**src/bvft_pkg.sv**
```systemverilog
// Package for the block view frustum test: payload structs, decision codes,
// register indexes and the record passed from the classifier to the finisher.
// No dependencies.
package bvft_pkg;

  localparam int unsigned QUEUE_DEPTH_DEFAULT = 4;
  localparam int unsigned CFG_INDEX_W = 4;
  localparam int unsigned CFG_DATA_W  = 48;

  localparam int unsigned POS_W   = 24;  // Q15.8 position
  localparam int unsigned DELTA_W = 25;  // Q16.8 offset
  localparam int unsigned DSQ_W   = 52;  // squared distance, Q.16
  localparam int unsigned DOT_W   = 43;  // signed dot product, Q.22
  localparam int unsigned MAG_W   = 41;  // magnitude of a dot product
  localparam int unsigned RSQ_W   = 40;  // squared render distance

  typedef enum logic [2:0] {
    DEC_TOO_FAR    = 3'd0,
    DEC_NEAR       = 3'd1,
    DEC_BEHIND     = 3'd2,
    DEC_OUTSIDE_H  = 3'd3,
    DEC_OUTSIDE_V  = 3'd4,
    DEC_INSIDE     = 3'd5
  } decision_t;

  typedef enum logic [CFG_INDEX_W-1:0] {
    CFG_CAMERA_X   = 4'd0,
    CFG_CAMERA_Y   = 4'd1,
    CFG_CAMERA_Z   = 4'd2,
    CFG_FORWARD    = 4'd3,
    CFG_RIGHT      = 4'd4,
    CFG_UP         = 4'd5,
    CFG_VIEW_RANGE = 4'd6,
    CFG_FOV_TAN    = 4'd7
  } cfg_index_t;

  typedef struct packed {
    logic signed [POS_W-1:0] block_z;
    logic signed [POS_W-1:0] block_y;
    logic signed [POS_W-1:0] block_x;
  } in_item_t;

  typedef struct packed {
    logic       visible;
    logic [2:0] decision;
  } out_item_t;

  // classified beat: early code, or pend set when the ratio tests decide
  typedef struct packed {
    decision_t          code;
    logic               pend;
    logic [DSQ_W-1:0]   dist_sq;
    logic [MAG_W-1:0]   depth;
    logic [MAG_W-1:0]   rmag;
    logic [MAG_W-1:0]   umag;
  } class_t;

endpackage

```
**src/bvft_queue.sv**
```systemverilog
// Short FIFO between front and back ends of the frustum test.
// Depends on bvft_pkg.
module bvft_queue #(
  parameter int unsigned DEPTH = bvft_pkg::QUEUE_DEPTH_DEFAULT
) (
  input  logic              clk,
  input  logic              rst,
  input  logic              push,
  output logic              q_ready,
  input  bvft_pkg::class_t  push_data,
  input  logic              pop,
  output logic              q_valid,
  output bvft_pkg::class_t  pop_data
);
  import bvft_pkg::*;

  localparam int unsigned PTR_W = (DEPTH > 1) ? $clog2(DEPTH) : 1;
  localparam int unsigned CNT_W = $clog2(DEPTH + 1);
  localparam logic [PTR_W-1:0] LAST = PTR_W'(DEPTH - 1);

  class_t            mem [DEPTH];
  logic [PTR_W-1:0]  wr, rd;
  logic [CNT_W-1:0]  count;

  assign q_ready  = count != CNT_W'(DEPTH);
  assign q_valid  = count != '0;
  assign pop_data = mem[rd];

  always_ff @(posedge clk) begin
    if (rst) begin
      wr    <= '0;
      rd    <= '0;
      count <= '0;
    end else begin
      if (push) wr <= (wr == LAST) ? '0 : wr + 1'b1;
      if (pop)  rd <= (rd == LAST) ? '0 : rd + 1'b1;
      if (push && !pop) count <= count + 1'b1;
      else if (pop && !push) count <= count - 1'b1;
    end
  end

  always_ff @(posedge clk) begin
    if (push) mem[wr] <= push_data;
  end

endmodule

```
**config.mk**
```make
export PLATFORM = sky130hd
export DESIGN_NAME = bvft_queue
export DESIGN_NICKNAME = d
export VERILOG_FILES = /design/src/bvft_pkg.sv /design/src/bvft_queue.sv
export SDC_FILE = /design/constraint.sdc
export NUM_CORES = 1
export LEC_CHECK = 0
export ABC_AREA = 1
export ABC_CLOCK_PERIOD_IN_PS = 6400
export CORE_AREA = 2 2 263 265
export DETAILED_ROUTE_END_ITERATION = 8
export DIE_AREA = 0 0 265 267
export DONT_BUFFER_PORTS = 1
export GPL_TIMING_DRIVEN = 0
export HOLD_SLACK_MARGIN = 0.12
export PLACE_DENSITY_LB_ADDON = 0.05
export SYNTH_ARGS = -nofsm -noshare
export SYNTH_HDL_FRONTEND = slang
export SYNTH_SLANG_ARGS = --single-unit
```
**constraint.sdc**
```tcl
create_clock -name clk -period 6.4 [get_ports clk]
set_input_delay 0.64 -clock clk [delete_from_list [all_inputs] [get_ports clk]]
set_output_delay 0.64 -clock clk [all_outputs]
set_load 0.05 [all_outputs]
```
-- After elaboration in Yosys (flattened, before gate mapping)
Memory sizes are Yosys's and may differ from the RTL's. A register that Yosys moved wholly into a read port is not among the register bits.
Cells that the tools add are included.
- register bits after elaboration: 7
- latch bits: 0
- memory bits (writable): 716
- ROM bits: 0
- input bits: 183
- output and inout bits: 181
- word-level logic and storage cells: 25
- memories kept: 1
- add/sub/neg operators: 4
- $mul: 0
- divide/modulo/power cells: 0
- $lt $le $gt $ge: 0
- equal/unequal tests: 3
- shift-type cells: 0
- muxes and demuxes: 8
- bitwise operators: 0
- reduce and logical (&&, ||, !) cells: 6
- memories (name ; words ; width ; rd ports ; clocked after memory_dff ; write ports ; RTL line ; text):
    mem ; 4 ; 179 ; 1 ; 1 ; 1 ; bvft_queue.sv:21 ; class_t mem [DEPTH];
- operator list (kind ; count):
    $mux W2 ; 4
    $mux W3 ; 2
    $add A2 B1 Y2 const B ; 2
    $eq A2 B2 Y1 const B ; 2
    $add A3 B1 Y3 const B ; 1
    $ne A3 B3 Y1 const B ; 1
    $reduce_bool A3 Y1 ; 1
    $sub A3 B1 Y3 const B ; 1
    $logic_and A1 B1 Y1 ; 2
    $logic_not A1 Y1 ; 2
    $mux W1 ; 2
    $reduce_bool A2 Y1 ; 1

-- Logic depth before layout (Yosys ltp)
Gate-level depths: netlist of the first run.
- depth after elaboration: 4
- depth in mapped cells: 10
- mapped depth without buffers: 10

-- Worst setup path before layout of the first run
OpenSTA, ideal clock, no wires.
- kind: input-to-reg
- start: input push
- end: memory mem[3][0] (netlist bit), enable pin
- library setup time: 0.531 ns
- arrival: 4.117 ns
- data required time: 5.869 ns
- slack: 1.752 ns
- stages: 2
- buffers on the path: 0
- cells stage by stage: nand2_1 > inv_1
- cells in the longest elaborated chain, start to end: 2
- ends and longest elaborated chain (what ; RTL line ; text):
    start, declared ; bvft_queue.sv:8 ; input logic push,
    $mux W1 ; bvft_queue.sv:43 ; if (push) mem[wr] <= push_data;
    $mux W1 (not written as such) ; bvft_queue.sv:43 ;
    end, declared ; bvft_queue.sv:21 ;
No other way between the ends.

==> results of run 1 <==
==> how the worst min path moves through the flow <==
| stage | start | endpoint | slack (ns) | cells after the start |
|---|---|---|---|---|
| after floorplan | count[1]$_SDFFE_PP0P_ | count[1]$_SDFFE_PP0P_ | 0.48 | 2 |
| after global placement | count[1]$_SDFFE_PP0P_ | count[1]$_SDFFE_PP0P_ | 0.51 | 2 |
| final | push | wr[1]$_SDFFE_PP0P_ | 0.25 | 2 |
| after global routing | push | wr[1]$_SDFFE_PP0P_ | 0.23 | 2 |
| after detailed placement | wr[1]$_SDFFE_PP0P_ | wr[1]$_SDFFE_PP0P_ | 0.53 | 2 |
| after CTS | push | wr[1]$_SDFFE_PP0P_ | 0.19 | 2 |
==> routing by layer <==
metal	global-route usage (%)	up-vias	wire [um]
li1	-	7362	-
met1	26.3	7860	30200
met2	32.5	509	35100
met3	5.22	125	5000
met4	7.47	10	2230
met5	0	-	61
==> layout make-up <==
class,count,area [sq um]
Fill cell,5900,35600
Sequential cell,725,21700
Multi-Input combinational cell,930,4480
Clock buffer,107,2120
Timing Repair Buffer,184,1910
Tap cell,882,1100
Buffer,118,778
Clock inverter,35,236
Inverter,18,110
Antenna cell,3,7.51
==> sequential cells by signal (all words and copies together), names as in the netlist, named ones only <==
name	count
count	3
mem	716
rd	2
wr	2
==> layout by cell type, fill, tap and decap left out, types with 4 or more instances in the layout <==
master / count
a21oi_1: 5
o22ai_1: 178
clkinv_2: 9
ha_1: 6
buf_16: 4
clkbuf_1: 81
o21ai_1: 62
nand2_1: 8
clkbuf_16: 80
buf_6: 32
clkinv_1: 18
buf_4: 9
inv_1: 12
edfxtp_1: 716
o21ai_0: 300
dlygate4sd3_1: 180
nor2_1: 363
inv_8: 5
buf_2: 18
dfxtp_1: 9
==> power groups by stage <==
stage | Combinational (mW) | Clock [mW] | Sequential, mW
after floorplan | 1.09 | 0 | 5.59
after global placement | 1.41 | 0 | 5.64
after detailed placement | 1.43 | 0 | 5.57
after CTS | 1.57 | 4.28 | 5.47
after global routing | 1.64 | 4.44 | 5.49
final | 1.55 | 4.17 | 5.47
==> synthesized netlist by cell type <==
master	count
buf_12	1
fa_1	1
nor3_1	2
edfxtp_1	716
nand2_1	8
buf_8	2
o22ai_1	179
nand4_1	1
clkbuf_1	56
a21oi_1	5
inv_8	1
buf_4	9
dfxtp_1	9
o21ai_1	62
nor2_1	363
nand3_1	3
inv_1	16
buf_2	18
o21ai_0	300
ha_1	6
buf_6	32
inv_6	1
==> cell families after synthesis <==
group                    synth area share [%]
adder cells (fa/ha/maj)                 0.352
AO/OA/AOI/OAI                            10.9
flip-flops                               80.3
AND/OR/NAND/NOR                          5.27
buffers and inverters                    3.18
==> out/results.ini, run 1 <==
[global_routing]
grt_max_degree=96
grt_pass1_vias=15800
grt_use_total_pct=20.1
grt_pass1_wl_um=105000
antenna_found_initial=9
overflow=0

[logic_synthesis]
syn_area_per_cell_sq_um=15.1
synthTopCellsByArea=edfxtp_1, o21ai_0, nor2_1
synthesis.nets=1981
synth.top_cell.area_share_pct=79.6
synth_cell_types=22
synth_top_area_cell=edfxtp_1
syn_inst=1791
ys_ff_latch=725
yosysSeqAreaShare_pct=80.3
synth_area_sq_um=27000
yosysWarnings=0

[sta]
slew_violations=0
rsz0062_at_grt=no
finalWorstSetupSlack_ns=2.60
post-route-period-util_pct=59.4
finalSetupViolations=0
max-slew-margin-rel_pct=2.92
finalHoldViolCount=0
fin_tns_setup_ns=0
holdWs_ns=0.246
tightest_slew_ns=1.48
clock_skew_ns=0.0145
period_minus_slack_ns=3.80
max_freq_mhz=263

[route]
drc=0
dr.pass1.iters=5
drtIter0Drc=1267
drt-vias-per-instance=5.29
vias=15900
drt_wl_total_um=72600
antenna_left=0
wire_per_inst_um=24.2

[die]
die_h_um=267
rows=96
initial_core_util_pct=39.7
ios=364
die_area_sq_um=70800
fp.dieW_um=265
core_area_sq_um=68000

[worst_setup_path]
cp.arrival_ns=3.16
worst_setup_path_start_kind=register
path_delay_family=compound AO/OA/AOI/OAI gates
crit_cells=6
critPathSlowestCell=o22ai_1
cp-endpoint=pop_data[99]
cp-end-kind=output pin
regToRegEndpoint=mem[1][129]$_DFFE_PP_
crit_chain=buf_6, inv_6, buf_4, clkbuf_1, o21ai_1, o22ai_1
r2r_start=wr[0]$_SDFFE_PP0P_
crit_buf_inv=4
max_stage_delay_ns=1.12
worst_ep_required_time_ns=5.76
reg2reg_slack_ns=4.10
critPathMaxFanout=10
rr_worst_depth=4
critPathKind=register to output pin

[power]
clkPwrFrac_pct=37.3
switching_share_pct=27.7
finalPower_mw=11.2
leakage_nw=10.6
p_switching_mw=3.10
intPower_mw=8.09
p_per_area_nw_per_um2=345
seq_power_share_pct=48.9
ir_drop_v=0.000270
combPwrFrac_pct=13.8

[clocking]
clkTransAtPathRegs_ns=0.05
cts_buffer_depth=3
postCtsSetupBuffers=0
htreeDepth=3
ctsRootBufferMaster=clkbuf_16
ctsHoldBuffers=180
cts_inserted_buffers=79
cts_tree=done
clock-sinks=725
clock_latency_ns=0.61
cts_resized=0

[placement]
placed_area_sq_um=28300
post-place-ws_ns=3.19
port_buffers=0
hpwl_um=42200
gp_congestion=0.757
dp.cells=2677

[finish]
stdcell_area_sq_um=32400
syn_to_final_growth_pct=20.1
fin_cells=3002
nNetsFinal=2246
post-route-util_pct=47.7
drive_above_1_share_pct=8.12

[hold_path]
hold_class=input pin to register

[run]
max-cap-violations=0

[outcome]
status=finished, final reports clean

(Power assumes the default switching activity.)
==> run 2, diff against run 1 <==
--- a/config.mk
+++ b/config.mk
@@ -5,11 +5,11 @@
 export SDC_FILE = /design/constraint.sdc
 export NUM_CORES = 1
 export LEC_CHECK = 0
-export ABC_AREA = 1
-export ABC_CLOCK_PERIOD_IN_PS = 6400
-export CORE_AREA = 2 2 263 265
+export ABC_AREA = 0
+export ABC_CLOCK_PERIOD_IN_PS = 3700
+export CORE_AREA = 2 2 260 262
 export DETAILED_ROUTE_END_ITERATION = 8
-export DIE_AREA = 0 0 265 267
+export DIE_AREA = 0 0 262 264
 export DONT_BUFFER_PORTS = 1
 export GPL_TIMING_DRIVEN = 0
 export HOLD_SLACK_MARGIN = 0.12
==> constraint.sdc (replaced) <==
create_clock -name clk -period 3.7 [get_ports clk]
set_input_delay 0.37 -clock clk [delete_from_list [all_inputs] [get_ports clk]]
set_output_delay 0.37 -clock clk [all_outputs]
set_load 0.05 [all_outputs]
==> out/results.ini, run 2 <==
[clocking]
cts_resized=0  ; unchanged
cts_inserted_buffers=79  ; unchanged
clock_latency_ns=0.60  ; about the same
cts_tree=done
clock-sinks=725  ; unchanged
ctsRootBufferMaster=clkbuf_16
clkTransAtPathRegs_ns=0.06  ; about the same
cts_buffer_depth=3  ; unchanged
htreeDepth=3  ; unchanged

[worst_setup_path]
rr_worst_depth=4  ; unchanged
worst_ep_required_time_ns=3.33  ; -2.43 ns
crit_buf_inv=3  ; -1
critPathKind=register to output pin
crit_chain=buf_2, clkbuf_1, buf_2, mux4_2
critPathMaxFanout=10  ; unchanged
cp-endpoint=pop_data[115]
reg2reg_slack_ns=1.32  ; -2.78 ns
critPathSlowestCell=clkbuf_1
cp-end-kind=output pin
regToRegEndpoint=mem[3][98]$_DFFE_PP_
cp.arrival_ns=2.99  ; -0.17 ns
crit_cells=4  ; -2
worst_path_most_repeated_cell=buf_2
max_stage_delay_ns=0.78  ; -0.34 ns
worst_setup_path_start_kind=register
r2r_start=wr[0]$_SDFFE_PP0P_
path_delay_family=buffers and inverters

[sta]
max-slew-margin-rel_pct=33.4  ; +30 points
finalSetupViolations=0  ; unchanged
clock_skew_ns=0.0108  ; -0.00367 ns
period_minus_slack_ns=3.36
tightest_slew_ns=1.00  ; -0.478 ns
max_freq_mhz=298
rsz0062_at_grt=no
slew_violations=0  ; unchanged
holdWs_ns=0.173  ; -0.0729 ns
post-route-period-util_pct=90.8
finalHoldViolCount=0  ; unchanged
fin_tns_setup_ns=0  ; unchanged

[power]
p_per_area_nw_per_um2=605  ; +75%
finalPower_mw=19.4  ; +73%
leakage_nw=10.1  ; -4.9%
ir_drop_v=0.000386  ; +43%

[logic_synthesis]
syn_inst=980  ; -45%
synthTopCellsByCount=edfxtp_1, mux4_2, buf_2
syn_area_per_cell_sq_um=26.8  ; +78%
synth_top_area_cell=edfxtp_1
synthArstFlopShare_pct=0  ; unchanged
synthTopCellsByArea=edfxtp_1, mux4_2, dfxtp_1
synth_cell_types=18  ; -18%
yosysWarnings=0  ; unchanged
synthFlopType=edfxtp_1
ys_ff_latch=725  ; unchanged
synthesis.nets=1170  ; -41%
synth_area_sq_um=26300  ; -2.8%
synth.top_cell.area_share_pct=81.9  ; +2.3 points
yosysSeqAreaShare_pct=82.6  ; +2.3 points
synth_edf_count=716  ; unchanged
yosysMostFrequentCell=edfxtp_1

[finish]
syn_to_final_growth_pct=22.1
largest_register_ffs=716  ; unchanged
stdcell_area_sq_um=32000  ; -1.2%
mostFrequentLayoutCells=edfxtp_1, dlygate4sd3_1, mux4_2
layout_commonest_cell=edfxtp_1
regMostFlops=mem
post-route-util_pct=48.1  ; +0.44 points
nNetsFinal=1446  ; -36%
top_regs=mem (716), count (3)
drive_above_1_share_pct=25.5  ; +17 points

[route]
antenna_left=0  ; unchanged
drt-vias-per-instance=5.10  ; -3.5%
vias=11200  ; -29%
dr.pass1.iters=4  ; -1
drtIter0Drc=778  ; -39%
drt_wl_total_um=55600  ; -23%
drc=0  ; unchanged
wire_per_inst_um=25.4  ; +4.8%

[global_routing]
antenna_found_initial=10  ; +1
grt_pass1_vias=12000  ; -24%
grt_max_degree=53  ; -45%
grt_use_total_pct=16.2  ; -3.9 points
overflow=0  ; unchanged
grt_pass1_wl_um=81400  ; -23%

[die]
rows=95  ; -1.0%
core_area_sq_um=66600  ; -2.1%
die_h_um=264  ; -1.1%
fp.dieW_um=262  ; -1.1%
ios=364  ; unchanged
initial_core_util_pct=39.4  ; -0.30 points
die_area_sq_um=69200  ; -2.2%

[placement]
placed_area_sq_um=27700  ; -1.9%
hpwl_um=34300  ; -19%
gp_congestion=0.685  ; -9.6%
port_buffers=0  ; unchanged

[hold_path]
hold_class=input pin to register

[outcome]
status=finished, final reports clean

[run]
max-cap-violations=0  ; unchanged

==> run 2: cell types whose count changed after synthesis, sizes merged, moves of 3 or more <==
cell	change
o22ai	-179
nor2	-355
nand2	-7
inv	-14
mux4	+179
buf	-29
nand3	-3
and2	+4
o21ai	-361
clkbuf	-49
a21oi	-3
mux2i	+4
==> run 2: how the worst min path moves through the flow <==
stage,slack (ns),endpoint,from,cells past startpoint
final,0.17,count[0]$_SDFFE_PP0P_,push,3
after global routing,0.19,count[0]$_SDFFE_PP0P_,push,3
after CTS,0.13,count[0]$_SDFFE_PP0P_,push,3
after detailed placement,0.44,count[2]$_SDFFE_PP0P_,rst,1
after global placement,0.44,count[2]$_SDFFE_PP0P_,rst,1
after floorplan,0.44,count[2]$_SDFFE_PP0P_,rst,1
==> run 2: area by class of cell <==
type / count / area, sq um
clock buffers: 99 / 2080
clock inverters: 41 / 419
repair buffers: 195 / 2180
flip-flops and latches: 725 / 21700
inverters: 4 / 15.0
plain buffers: 40 / 279
well taps: 873 / 1090
diodes: 5 / 12.5
fillers: 5443 / 34500
multi-input cells: 211 / 4290
==> run 2: what timing repair did <==
action                                 in CTS  in global routing
hold buffers                              182                  0
endpoints found under the hold margin     731                  0
setup buffers                               0                  0
==> run 2: tightest hold or removal path, cell delays in order <==
cell and delay (ns):
ha_1 0.20, xor2_1 0.09, nor2_1 0.08
==> run 2: metrics by stage <==
stage,worst slack (ns),cells
3_3_place_gp,-1.64,1853
6_report,0.341,2193
4_1_cts,0.143,2188
3_5_place_dp,0.806,1866
5_1_grt,0.105,2193
2_1_floorplan,0.511,980
==> run 2: where the power goes <==
group	switching [mW]	internal (mW)	leakage (nW)
Combinational	1.69	0.621	2.22
Clock	3.05	4.54	1.21
Sequential	0.0713	9.42	6.65
==> run 2: metal layers <==
metal | track usage, % | routed length, um | vias up
li1 | - | - | 4828
met1 | 20.8 | 22700 | 5966
met2 | 26.3 | 27600 | 289
met3 | 5.15 | 4100 | 96
met4 | 5.01 | 1150 | 10
met5 | 0 | 64 | -
==> run 2: cells by family (layout without fill, tap and decap cells) <==
logic type	Yosys count	in the layout	synth area share [%]
flip-flops	725	725	82.6
adder cells (fa/ha/maj)	7	7	0.362
buffers and inverters	44	379	1.12
XOR/XNOR	2	2	0.0667
AND/OR/NAND/NOR	16	16	0.300
multiplexers	183	183	15.5
AO/OA/AOI/OAI	3	3	0.0572
other	0	5	0
